$ cat config.mk
export PLATFORM = sky130hd
export DESIGN_NAME = ggvc_step
export DESIGN_NICKNAME = d
export VERILOG_FILES = /design/src/hw/rtl/ggvc_pkg.sv /design/src/hw/rtl/ggvc_step.sv
export SDC_FILE = /design/constraint.sdc
export NUM_CORES = 1
export LEC_CHECK = 0
export BUFFER_PORTS_ARGS = -buffer_cell sky130_fd_sc_hd__buf_2
export CAP_MARGIN = 20
export CELL_PAD_IN_SITES_DETAIL_PLACEMENT = 0
export CELL_PAD_IN_SITES_GLOBAL_PLACEMENT = 1
export CORE_ASPECT_RATIO = 1.75
export CORE_MARGIN = 3
export CORE_UTILIZATION = 30
export CTS_BUF_LIST = sky130_fd_sc_hd__clkbuf_4 sky130_fd_sc_hd__clkbuf_8 sky130_fd_sc_hd__clkbuf_16
export DETAILED_ROUTE_END_ITERATION = 10
export GPL_ROUTABILITY_DRIVEN = 0
export PLACE_DENSITY_LB_ADDON = 0.1
export SYNTH_ARGS = -nofsm -noshare
export SYNTH_HDL_FRONTEND = slang
export SYNTH_SLANG_ARGS = --single-unit
export TNS_END_PERCENT = 50
$ cat constraint.sdc
create_clock -name i_clk -period 4.3 [get_ports i_clk]
set_clock_uncertainty 0.05 [all_clocks]
set_input_delay 0.43 -clock i_clk [delete_from_list [all_inputs] [get_ports i_clk]]
set_output_delay 0.43 -clock i_clk [all_outputs]
set_load 0.005 [all_outputs]
$ cat src/hw/rtl/ggvc_pkg.sv
`default_nettype none

package ggvc_pkg;

    localparam int FRAC_BITS    = 12;
    localparam int CORDIC_PAD   = 12;
    localparam int POS_W        = 16;
    localparam int HD_W         = 15;
    localparam int D_W          = POS_W + 1;
    localparam int SQ_W         = 2 * POS_W;
    localparam int D2_W         = SQ_W + 1;
    localparam int X_W          = 32;
    localparam int Z_W          = 34;
    localparam int ROOT_W       = D2_W + 1;
    localparam int SQRT_STEPS   = (D2_W + 1) / 2;
    localparam int DIST_W       = SQRT_STEPS;
    localparam int ATAN_ENTRIES = 24;
    localparam int ERR_W        = 18;
    localparam int MAG_W        = ERR_W - 1;
    localparam int PROD_W       = POS_W + DIST_W;
    localparam int LIN_W        = 16;
    localparam int TURN_W       = 15;
    localparam int LIN_RAW_W    = PROD_W - FRAC_BITS;
    localparam int CFG_IDX_W    = 8;
    localparam int CFG_DATA_W   = 16;
    localparam int ZSHIFT       = 30 - FRAC_BITS;

    localparam int CORDIC_STAGES_DEF = 16;

    localparam logic [CFG_IDX_W-1:0] REG_TARGET_X    = CFG_IDX_W'(0);
    localparam logic [CFG_IDX_W-1:0] REG_TARGET_Y    = CFG_IDX_W'(1);
    localparam logic [CFG_IDX_W-1:0] REG_GAIN        = CFG_IDX_W'(2);
    localparam logic [CFG_IDX_W-1:0] REG_SPEED_LIMIT = CFG_IDX_W'(3);

    localparam logic [POS_W-1:0] TARGET_X_RST    = POS_W'(4096);
    localparam logic [POS_W-1:0] TARGET_Y_RST    = POS_W'(4096);
    localparam logic [POS_W-1:0] GAIN_RST        = POS_W'(4096);
    localparam logic [POS_W-1:0] SPEED_LIMIT_RST = POS_W'(12288);

    localparam logic [D2_W-1:0]  NEAR_LIM = D2_W'((64'd1 << (2 * FRAC_BITS)) / 100);
    localparam logic [MAG_W-1:0] TURN_LIM = MAG_W'((64'd1 << FRAC_BITS) / 5);
    localparam logic [MAG_W-1:0] TURN_MAX = MAG_W'((64'd1 << TURN_W) - 1);
    localparam logic signed [Z_W-1:0] HALF_PI_Q30 = Z_W'(64'sd1686629713);
    localparam logic signed [Z_W-1:0] ROUND_Q30   = Z_W'(64'sd1 <<< (ZSHIFT - 1));

    typedef struct packed {
        logic                     vld;
        logic                     far;
        logic signed [X_W-1:0]    x;
        logic signed [X_W-1:0]    y;
        logic signed [Z_W-1:0]    z;
        logic        [D2_W-1:0]   rem;
        logic        [ROOT_W-1:0] root;
        logic signed [HD_W-1:0]   hd;
    } t_core;

    function automatic logic signed [Z_W-1:0] atan_q30(input int idx);
        logic signed [Z_W-1:0] v;
        case (idx)
            0:  v = Z_W'(64'sd843314856);
            1:  v = Z_W'(64'sd497837829);
            2:  v = Z_W'(64'sd263043836);
            3:  v = Z_W'(64'sd133525158);
            4:  v = Z_W'(64'sd67021686);
            5:  v = Z_W'(64'sd33543515);
            6:  v = Z_W'(64'sd16775850);
            7:  v = Z_W'(64'sd8388437);
            8:  v = Z_W'(64'sd4194282);
            9:  v = Z_W'(64'sd2097149);
            10: v = Z_W'(64'sd1048575);
            11: v = Z_W'(64'sd524287);
            12: v = Z_W'(64'sd262143);
            13: v = Z_W'(64'sd131071);
            14: v = Z_W'(64'sd65535);
            15: v = Z_W'(64'sd32767);
            16: v = Z_W'(64'sd16383);
            17: v = Z_W'(64'sd8191);
            18: v = Z_W'(64'sd4095);
            19: v = Z_W'(64'sd2047);
            20: v = Z_W'(64'sd1023);
            21: v = Z_W'(64'sd511);
            22: v = Z_W'(64'sd255);
            23: v = Z_W'(64'sd127);
            default: v = '0;
        endcase
        return v;
    endfunction

endpackage

`default_nettype wire

$ cat src/hw/rtl/ggvc_step.sv
`default_nettype none

module ggvc_step #(
    parameter int STEP          = 0,
    parameter int CORDIC_STAGES = ggvc_pkg::CORDIC_STAGES_DEF
) (
    input  wire logic      i_clk,
    input  wire logic      i_rst_n,
    input  wire ggvc_pkg::t_core i_item,
    output ggvc_pkg::t_core o_item
);

    localparam int SQ_SHIFT = (STEP < ggvc_pkg::SQRT_STEPS) ?
                              (2 * (ggvc_pkg::SQRT_STEPS - 1) - 2 * STEP) : 0;
    localparam logic [ggvc_pkg::ROOT_W-1:0] SQ_BIT = (STEP < ggvc_pkg::SQRT_STEPS) ?
                              (ggvc_pkg::ROOT_W'(1) << SQ_SHIFT) : '0;
    localparam logic signed [ggvc_pkg::Z_W-1:0] ATAN = ggvc_pkg::atan_q30(STEP);

    logic                              r_vld;
    ggvc_pkg::t_core                   r_item;
    ggvc_pkg::t_core                   n_item;
    logic signed [ggvc_pkg::X_W-1:0]   x_in;
    logic signed [ggvc_pkg::X_W-1:0]   y_in;
    logic signed [ggvc_pkg::Z_W-1:0]   z_in;
    logic signed [ggvc_pkg::X_W-1:0]   xs;
    logic signed [ggvc_pkg::X_W-1:0]   ys;
    logic [ggvc_pkg::ROOT_W-1:0]       trial;

    always_comb begin
        n_item = i_item;
        x_in   = i_item.x;
        y_in   = i_item.y;
        z_in   = i_item.z;
        xs     = x_in >>> STEP;
        ys     = y_in >>> STEP;
        trial  = i_item.root + SQ_BIT;
        if (STEP < CORDIC_STAGES) begin
            if (y_in > 0) begin
                n_item.x = x_in + ys;
                n_item.y = y_in - xs;
                n_item.z = z_in + ATAN;
            end else begin
                n_item.x = x_in - ys;
                n_item.y = y_in + xs;
                n_item.z = z_in - ATAN;
            end
        end
        if (STEP < ggvc_pkg::SQRT_STEPS) begin
            if (ggvc_pkg::ROOT_W'(i_item.rem) >= trial) begin
                n_item.rem  = i_item.rem - trial[ggvc_pkg::D2_W-1:0];
                n_item.root = (i_item.root >> 1) + SQ_BIT;
            end else begin
                n_item.root = i_item.root >> 1;
            end
        end
    end

    always_ff @(posedge i_clk) begin
        if (!i_rst_n) begin
            r_vld <= 1'b0;
        end else begin
            r_vld <= i_item.vld;
        end
    end

    always_ff @(posedge i_clk) begin
        r_item <= n_item;
    end

    always_comb begin
        o_item     = r_item;
        o_item.vld = r_vld;
    end

endmodule

`default_nettype wire

== Yosys cells after proc, flatten, opt, wreduce, memory -nomap -nowiden ==
Index checks and enable logic that the tools add are counted.
Word-level totals
  bits in registers: 182
  input port bits: 184
  output and inout port bits: 182
  word-level logic and storage cells: 22
Operators by class
  add/subtract/negate cells: 8
  $lt $le $gt $ge: 2
  muxes and demuxes: 3
Operators by type and width (number)
  $mux 98: 1
  $mux 33: 2
  $sub 32x32->32: 2
  $add 33x33->34 const B: 1
  $add 34x31->34 const B: 1
  $add 34x33->34 const B: 1
  $ge 33x34->1: 1
  $sub 34x31->34 const B: 1
  $sub 33x33->33: 1
  $add 32x32->32: 1
  $gt 32x1->1 const B: 1

== Depth between registers and ports, before layout ==
Gate-level depths: netlist of run 1.
  word-level depth: 3
  gate-level depth with buffers: 18
  mapped depth without buffers: 15

== Worst setup path before layout of run 1 ==
OpenSTA, ideal clock, no wires.
  path type: input port to flip-flop
  start: input i_item[127] (netlist name)
  end: register r_item, in the netlist o_item[114]
  setup time: 72 ps
  arrival time: 4410 ps
  data required time: 4178 ps
  setup slack: -232 ps
  cell stages on the path: 17
  buffers on the path: 3
  path through: nor4_1 -> nand4_1 -> nor2_1 -> or2_2 -> clkbuf_1 -> clkbuf_1 -> buf_1 -> ha_1 -> a21o_1 -> a21o_1 -> a2111oi_4 -> o22ai_2 -> a31o_4 -> o21a_1 -> a31o_1 -> a221oi_2 -> xnor2_1
RTL lines
  from (decl): RTL line ggvc_step.sv:9  | input wire ggvc_pkg::t_core i_item,
  to (signal assigned): RTL line ggvc_step.sv:67  | r_item <= n_item;
  to (decl): RTL line ggvc_step.sv:20  | ggvc_pkg::t_core r_item;

==> results of run 1 <==
-- cell type report --
cell class              count  area, sq um  area share
multi-input cells        1141         8250       0.509
flip-flops and latches    181         3620       0.223
repair buffers            449         2500       0.154
well taps                 555          694      0.0428
inverters                 152          571      0.0352
clock buffers              18          433      0.0267
clock inverters            14          141     0.00872
diodes                      1         2.50    0.000154
-- logic make-up (layout without fill, tap and decap cells) --
logic type / count (synthesis) / count (layout) / share of synthesized area
AO/OA/AOI/OAI: 481 / 481 / 0.246
XOR/XNOR: 113 / 113 / 0.0780
adder cells (fa/ha/maj): 160 / 160 / 0.161
buffers and inverters: 207 / 633 / 0.0636
flip-flops: 181 / 181 / 0.286
multiplexers: 34 / 34 / 0.0293
other: 0 / 1 / 0
AND/OR/NAND/NOR: 353 / 353 / 0.136
-- sequential cells by signal, summed over array words and instances (netlist names) --
name,flops
o_item,180
r_vld,1
-- how the worst max path moves through the flow --
stage | start | to | cells past startpoint
CTS | i_item[139] | o_item[112]$_DFF_P_ | 17
floorplan | i_item[131] | o_item[114]$_DFF_P_ | 17
global placement | i_item[139] | o_item[112]$_DFF_P_ | 16
global route | i_item[139] | o_item[112]$_DFF_P_ | 17
detailed placement | i_item[139] | o_item[112]$_DFF_P_ | 17
finish | i_item[139] | o_item[112]$_DFF_P_ | 17
-- through the flow --
| stage | area, sq um | utilization |
|---|---|---|
| floorplan | 12700 | - |
| global placement | 15500 | 0.372 |
| detailed placement | 15500 | 0.372 |
| CTS | 16200 | 0.388 |
| global route | 16200 | 0.388 |
| finish | 16200 | 0.389 |
-- layer usage --
layer	vias to the layer above	share of wire
met5	-	0.0010
met1	5816	0.34
met3	64	0.045
li1	6206	-
met4	8	0.028
met2	358	0.58
-- power by group --
part / total, mW / switching (mW) / internal [mW]
combinational: 1.98 / 1.11 / 0.870
clock: 1.60 / 0.821 / 0.778
sequential: 2.01 / 0.0634 / 1.95
-- worst max-delay path: stages --
cell and delay [ns]:
buf_2 0.12, nor4_1 0.38, buf_4 0.22, nand4_1 0.09, nor2_1 0.17, or2_4 0.17
inv_2 0.08, ha_1 0.20, a21o_1 0.16, a21o_1 0.22, a2111oi_4 0.39, o22ai_2 0.15
a31o_4 0.28, a221oi_1 0.34, o221ai_1 0.19, a21oi_1 0.20, xnor2_1 0.14
-- cell usage in the layout (no fill, tap or decap), types with 10 or more instances in the layout --
master,instances
nor2_1,105
a211oi_1,13
o31ai_1,16
dlygate4sd3_1,12
buf_2,365
xnor2_1,85
nand4_1,16
nor3_1,30
and3_1,10
nand3_1,27
nor4_1,17
ha_1,155
a31oi_1,11
o211ai_1,16
o21ai_0,84
nor2b_1,19
nand2b_1,22
o21a_1,20
inv_1,147
a21o_1,59
dfxtp_1,181
mux2_2,25
buf_4,71
xor2_1,28
clkbuf_16,17
o21bai_1,29
a21oi_1,160
nand2_1,72
==> run_summary.xml, run 1 <==
<?xml version="1.0" encoding="UTF-8"?>
<metrics>
  <group name="synthesis">
    <metric name="postSynthRegisterBits" unit="">181</metric>
    <metric name="synth_ff_type" unit="">dfxtp_1</metric>
    <metric name="post_synth_inst_count" unit="">1529</metric>
    <metric name="postSynth.asyncResetShare" unit="">0</metric>
    <metric name="synth.most_common_cell" unit="">dfxtp_1</metric>
    <metric name="synth_area" unit="sq mm">0.0127</metric>
    <metric name="post_synth_main_area_contributors" unit="">dfxtp_1 29%, ha_1 15%, a21oi_1 6.3%</metric>
    <metric name="post-synth-top-area-cell" unit="">dfxtp_1</metric>
    <metric name="ys_seq_area_frac" unit="">0.286</metric>
    <metric name="post_synth_edffs" unit="">0</metric>
    <metric name="post_synth_most_frequent_cells" unit="">181 x dfxtp_1, 160 x a21oi_1, 155 x ha_1</metric>
    <metric name="synth_net_count" unit="">1873</metric>
    <metric name="yosysTopAreaCellShare" unit="">0.286</metric>
    <metric name="ys_types" unit="">77</metric>
    <metric name="synth-warning-count" unit="">0</metric>
    <metric name="syn-mean-instance-area" unit="sq um">8.29</metric>
  </group>
  <group name="min_path">
    <metric name="holdPathStages" unit="">1</metric>
    <metric name="hold_end" unit="">o_item[11]$_DFF_P_</metric>
    <metric name="worst_hold_path_type" unit="">in2reg</metric>
    <metric name="min_from" unit="">i_item[11]</metric>
  </group>
  <group name="pwr">
    <metric name="peakVddDrop" unit="mV">0.208</metric>
    <metric name="power.density" unit="mW/mm^2">345</metric>
    <metric name="overall_power" unit="mW">5.59</metric>
    <metric name="p_leak" unit="nW">7.96</metric>
  </group>
  <group name="layout">
    <metric name="fill_cells" unit="">4525</metric>
    <metric name="layout-drive-gt1-share" unit="">0.265</metric>
    <metric name="nNetsFinal" unit="">2286</metric>
    <metric name="areaGrowthSynthToFinish" unit="%">27.9</metric>
    <metric name="fin_cells" unit="">2511</metric>
  </group>
  <group name="routing">
    <metric name="detail-route-antenna-nets" unit="">0</metric>
    <metric name="finalWirelength" unit="microns">48300</metric>
    <metric name="drt-wirelength-per-cell" unit="microns">19.2</metric>
    <metric name="dr_total_vias" unit="">12500</metric>
    <metric name="post_route_drc_violation_count" unit="">0</metric>
    <metric name="drt_iter0_markers" unit="">490</metric>
    <metric name="drt-pass1-iter-count" unit="">5</metric>
    <metric name="vias_per_cell" unit="">4.96</metric>
  </group>
  <group name="grt">
    <metric name="grt_max_degree" unit="">66</metric>
    <metric name="gr-usage-all-layers" unit="">0.210</metric>
    <metric name="grt.met2_usage" unit="">0.440</metric>
    <metric name="grt-busiest-layer" unit="">met2</metric>
    <metric name="first_global_vias" unit="">12900</metric>
    <metric name="grt_antenna_before_repair" unit="">6</metric>
    <metric name="routing_usage_on_met3" unit="">0.0347</metric>
    <metric name="grt_use_met1" unit="">0.200</metric>
    <metric name="grt_first_pass_wirelength" unit="microns">73000</metric>
    <metric name="gr-total-overflow" unit="">0</metric>
  </group>
  <group name="floorplanning">
    <metric name="number_of_cell_rows" unit="">99</metric>
    <metric name="start_util" unit="">0.304</metric>
    <metric name="placeableCoreArea" unit="sq mm">0.0417</metric>
    <metric name="chipHeight" unit="microns">278</metric>
    <metric name="floorplan.io_pins" unit="">366</metric>
    <metric name="die_x" unit="microns">161</metric>
    <metric name="die_area" unit="sq mm">0.0449</metric>
  </group>
  <group name="clocking">
    <metric name="cts_buffers" unit="">17</metric>
    <metric name="post_cts_resize_count" unit="">0</metric>
    <metric name="cts.path.max_buffers" unit="">2</metric>
    <metric name="cts.htree.levels" unit="">4</metric>
    <metric name="cts_sinks" unit="">181</metric>
    <metric name="post_cts_setup_bufs" unit="">0</metric>
    <metric name="cts-hold-fix-buffers" unit="">11</metric>
    <metric name="clockRootBuffer" unit="">clkbuf_16</metric>
    <metric name="tritoncts" unit="">yes</metric>
    <metric name="worst_setup_hold_path_clk_slew" unit="ns">0.08</metric>
  </group>
  <group name="timing">
    <metric name="transition_at_the_pin_with_the_smallest_max_transition_slack" unit="ns">0.847</metric>
    <metric name="min_period_over_period" unit="">0.837</metric>
    <metric name="fmaxAchievable" unit="MHz">278</metric>
    <metric name="slew_headroom" unit="">0.428</metric>
    <metric name="setup-tns-final" unit="ns">0</metric>
    <metric name="post-route-worst-setup-slack" unit="ns">0.703</metric>
    <metric name="rsz_0062_raised_after_global_routing" unit="">false</metric>
    <metric name="hold_slack" unit="ns">0.0315</metric>
    <metric name="period_needed" unit="ns">3.60</metric>
    <metric name="finalSetupViolations" unit="">0</metric>
    <metric name="timing.final.max_slew_violations" unit="">0</metric>
    <metric name="timing_hold_violations_final" unit="">0</metric>
  </group>
  <group name="placed_design">
    <metric name="io_buffer_count" unit="">365</metric>
    <metric name="dp_worst_setup_slack" unit="ns">0.248</metric>
    <metric name="hpwlAfterDp" unit="microns">40300</metric>
    <metric name="numPlacedInstances" unit="">2466</metric>
  </group>
  <group name="outcome">
    <metric name="status" unit="">finished, final reports clean</metric>
  </group>
  <group name="flow_run">
    <metric name="max_cap_viol_count" unit="">0</metric>
  </group>
  <group name="critical_path">
    <metric name="cp.arrival" unit="ns">3.92</metric>
    <metric name="crit_fanout" unit="">8</metric>
    <metric name="worst_setup_ep_type" unit="">flip-flop</metric>
    <metric name="worst_setup_path_start_kind" unit="">input port</metric>
    <metric name="cp.required" unit="ns">4.62</metric>
    <metric name="timing_worst_setup_path_type" unit="">in2reg</metric>
  </group>
</metrics>
Power figures use the tool's default switching activity.
==> run 2: changes to the inputs <==
==> constraint.sdc (replaced) <==
create_clock -name i_clk -period 3.3 [get_ports i_clk]
set_clock_uncertainty 0.05 [all_clocks]
set_input_delay 0.33 -clock i_clk [delete_from_list [all_inputs] [get_ports i_clk]]
set_output_delay 0.33 -clock i_clk [all_outputs]
set_load 0.005 [all_outputs]
==> run 2 against run 1 <==
Against the previous run:
- cell count is 9.1% higher
- sequential power is 31% higher
- final area is 13% higher
- power is 37% higher
- global-route usage is 0.63 points higher
- combinational power is 47% higher
- wire length is 3.1% higher
- first-iteration DRC count is 23% lower
- non-clock buffer count is 229 higher
- worst hold slack worse by 0.0033 ns
- critical path depth is 1 lower
- flip-flop and latch count stayed put
- largest cell class unchanged
==> run_summary.xml, run 2 (same netlist as run 1, synthesis figures left out) <==
<?xml version="1.0" encoding="UTF-8"?>
<metrics>
  <group name="clocking">
    <metric name="clockRootBuffer" unit="">clkbuf_16</metric>
    <metric name="cts_sinks" unit="">181</metric>
    <metric name="cts.path.max_buffers" unit="">2</metric>
    <metric name="tritoncts" unit="">yes</metric>
    <metric name="cts_buffers" unit="">17</metric>
    <metric name="worst_setup_hold_path_clk_slew" unit="ns">0.08</metric>
    <metric name="cts.htree.levels" unit="">4</metric>
  </group>
  <group name="floorplanning">
    <metric name="die_area" unit="sq mm">0.0449</metric>
    <metric name="start_util" unit="">0.304</metric>
    <metric name="number_of_cell_rows" unit="">99</metric>
    <metric name="die_x" unit="microns">161</metric>
    <metric name="placeableCoreArea" unit="sq mm">0.0417</metric>
    <metric name="floorplan.io_pins" unit="">366</metric>
    <metric name="chipHeight" unit="microns">278</metric>
  </group>
  <group name="layout">
    <metric name="fin_cells" unit="">2739</metric>
    <metric name="areaGrowthSynthToFinish" unit="%">44.4</metric>
    <metric name="largest_register_ffs" unit="">180</metric>
    <metric name="layout-drive-gt1-share" unit="">0.337</metric>
    <metric name="nNetsFinal" unit="">2515</metric>
    <metric name="fill_cells" unit="">4374</metric>
    <metric name="mostFrequentLayoutCell" unit="">buf_2</metric>
    <metric name="most-common-layout-cells" unit="">361 x buf_2, 260 x buf_4, 181 x dfxtp_1, 157 x a21oi_1, 149 x ha_1</metric>
  </group>
  <group name="timing">
    <metric name="post-route-worst-setup-slack" unit="ns">0.0405</metric>
    <metric name="setup-tns-final" unit="ns">0</metric>
    <metric name="min_period_over_period" unit="">0.988</metric>
    <metric name="hold_slack" unit="ns">0.0282</metric>
    <metric name="fmaxAchievable" unit="MHz">307</metric>
    <metric name="timing.final.max_slew_violations" unit="">0</metric>
    <metric name="rsz_0062_raised_after_global_routing" unit="">true</metric>
    <metric name="finalSetupViolations" unit="">0</metric>
    <metric name="slew_headroom" unit="">0.495</metric>
    <metric name="timing_hold_violations_final" unit="">0</metric>
    <metric name="transition_at_the_pin_with_the_smallest_max_transition_slack" unit="ns">0.757</metric>
    <metric name="period_needed" unit="ns">3.26</metric>
  </group>
  <group name="grt">
    <metric name="first_global_vias" unit="">13900</metric>
    <metric name="grt_max_degree" unit="">67</metric>
    <metric name="gr-total-overflow" unit="">0</metric>
    <metric name="grt_antenna_before_repair" unit="">5</metric>
    <metric name="grt_first_pass_wirelength" unit="microns">75700</metric>
    <metric name="gr-usage-all-layers" unit="">0.216</metric>
  </group>
  <group name="placed_design">
    <metric name="io_buffer_count" unit="">365</metric>
    <metric name="numPlacedInstances" unit="">2646</metric>
    <metric name="dp_worst_setup_slack" unit="ns">-0.514</metric>
    <metric name="hpwlAfterDp" unit="microns">41300</metric>
  </group>
  <group name="routing">
    <metric name="drt-wirelength-per-cell" unit="microns">18.2</metric>
    <metric name="post_route_drc_violation_count" unit="">0</metric>
    <metric name="drt-pass1-iter-count" unit="">4</metric>
    <metric name="drt_iter0_markers" unit="">376</metric>
    <metric name="dr_total_vias" unit="">13200</metric>
    <metric name="vias_per_cell" unit="">4.82</metric>
    <metric name="finalWirelength" unit="microns">49800</metric>
    <metric name="detail-route-antenna-nets" unit="">0</metric>
  </group>
  <group name="pwr">
    <metric name="power.density" unit="mW/mm^2">420</metric>
    <metric name="overall_power" unit="mW">7.69</metric>
    <metric name="peakVddDrop" unit="mV">0.301</metric>
    <metric name="p_leak" unit="nW">9.09</metric>
  </group>
  <group name="critical_path">
    <metric name="cp.required" unit="ns">3.58</metric>
    <metric name="crit_fanout" unit="">7</metric>
    <metric name="timing.critical_path.max_delay_family" unit="">compound AO/OA/AOI/OAI gates</metric>
    <metric name="critPathMaxStageDelay" unit="ns">0.33</metric>
    <metric name="cp_slowest_cell" unit="">ha_2</metric>
    <metric name="timing_worst_setup_path_type" unit="">in2reg</metric>
    <metric name="critical_path.n_buffers_inverters" unit="">2</metric>
    <metric name="cp.arrival" unit="ns">3.54</metric>
    <metric name="worst_setup_ep_type" unit="">flip-flop</metric>
    <metric name="worstPathCellList" unit="">buf_6 -&gt; nor4_4 -&gt; buf_4 -&gt; nand4_1 -&gt; nor2_1 -&gt; or2_4 -&gt; ha_2 -&gt; a21oi_1 -&gt; o22ai_1 -&gt; o211ai_1 -&gt; o22ai_2 -&gt; a31o_4 -&gt; o21a_1 -&gt; a31o_1 -&gt; a221oi_2 -&gt; xnor2_1</metric>
    <metric name="worst_setup_path_start_kind" unit="">input port</metric>
  </group>
  <group name="min_path">
    <metric name="worst_hold_path_type" unit="">in2reg</metric>
  </group>
  <group name="flow_run">
    <metric name="max_cap_viol_count" unit="">0</metric>
  </group>
  <group name="outcome">
    <metric name="status" unit="">finished, final reports clean</metric>
  </group>
</metrics>
run 2: what timing repair did:
action,4_1_cts,5_1_grt
hold endpoints to repair,51,0
endpoints found under the setup margin,4,45
hold buffers,51,0
pin swaps,2,10
gates cloned,0,0
buffers inserted,4,6
resized for setup,2,30
run 2: layout make-up:
class                   count  area [sq um]  area share
clock inverters            12           143     0.00779
repair buffers            678          4360       0.238
flip-flops and latches    181          3620       0.198
clock buffers              19           447      0.0244
multi-input cells        1141          8470       0.463
diodes                      1          2.50    0.000137
inverters                 152           573      0.0313
well taps                 555           694      0.0379
run 2: worst paths after layout:
kind	to	cells after the start	startpoint	slack, ns
hold / removal	r_vld$_SDFF_PN0_	2	i_rst_n	0.03
setup / recovery	o_item[114]$_DFF_P_	16	i_item[126]	0.04
run 2: stage by stage:
stage,utilization,area (sq um)
finish,0.439,18300
detailed placement,0.406,17000
CTS,0.433,18100
global route,0.439,18300
floorplan,-,12800
global placement,0.406,17000
run 2: power by group:
part | switching, mW | total, mW | internal (mW)
sequential | 0.0937 | 2.64 | 2.54
clock | 1.04 | 2.14 | 1.10
combinational | 1.52 | 2.92 | 1.40
total | 2.65 | 7.69 | 5.04
run 2: metal layers:
metal | track usage | routed length, microns | up-vias
li1 | - | - | 6666
met1 | 0.206 | 17500 | 6098
met2 | 0.445 | 28500 | 336
met3 | 0.0310 | 1870 | 92
met4 | 0.0916 | 1990 | 8
met5 | 0 | 48 | -
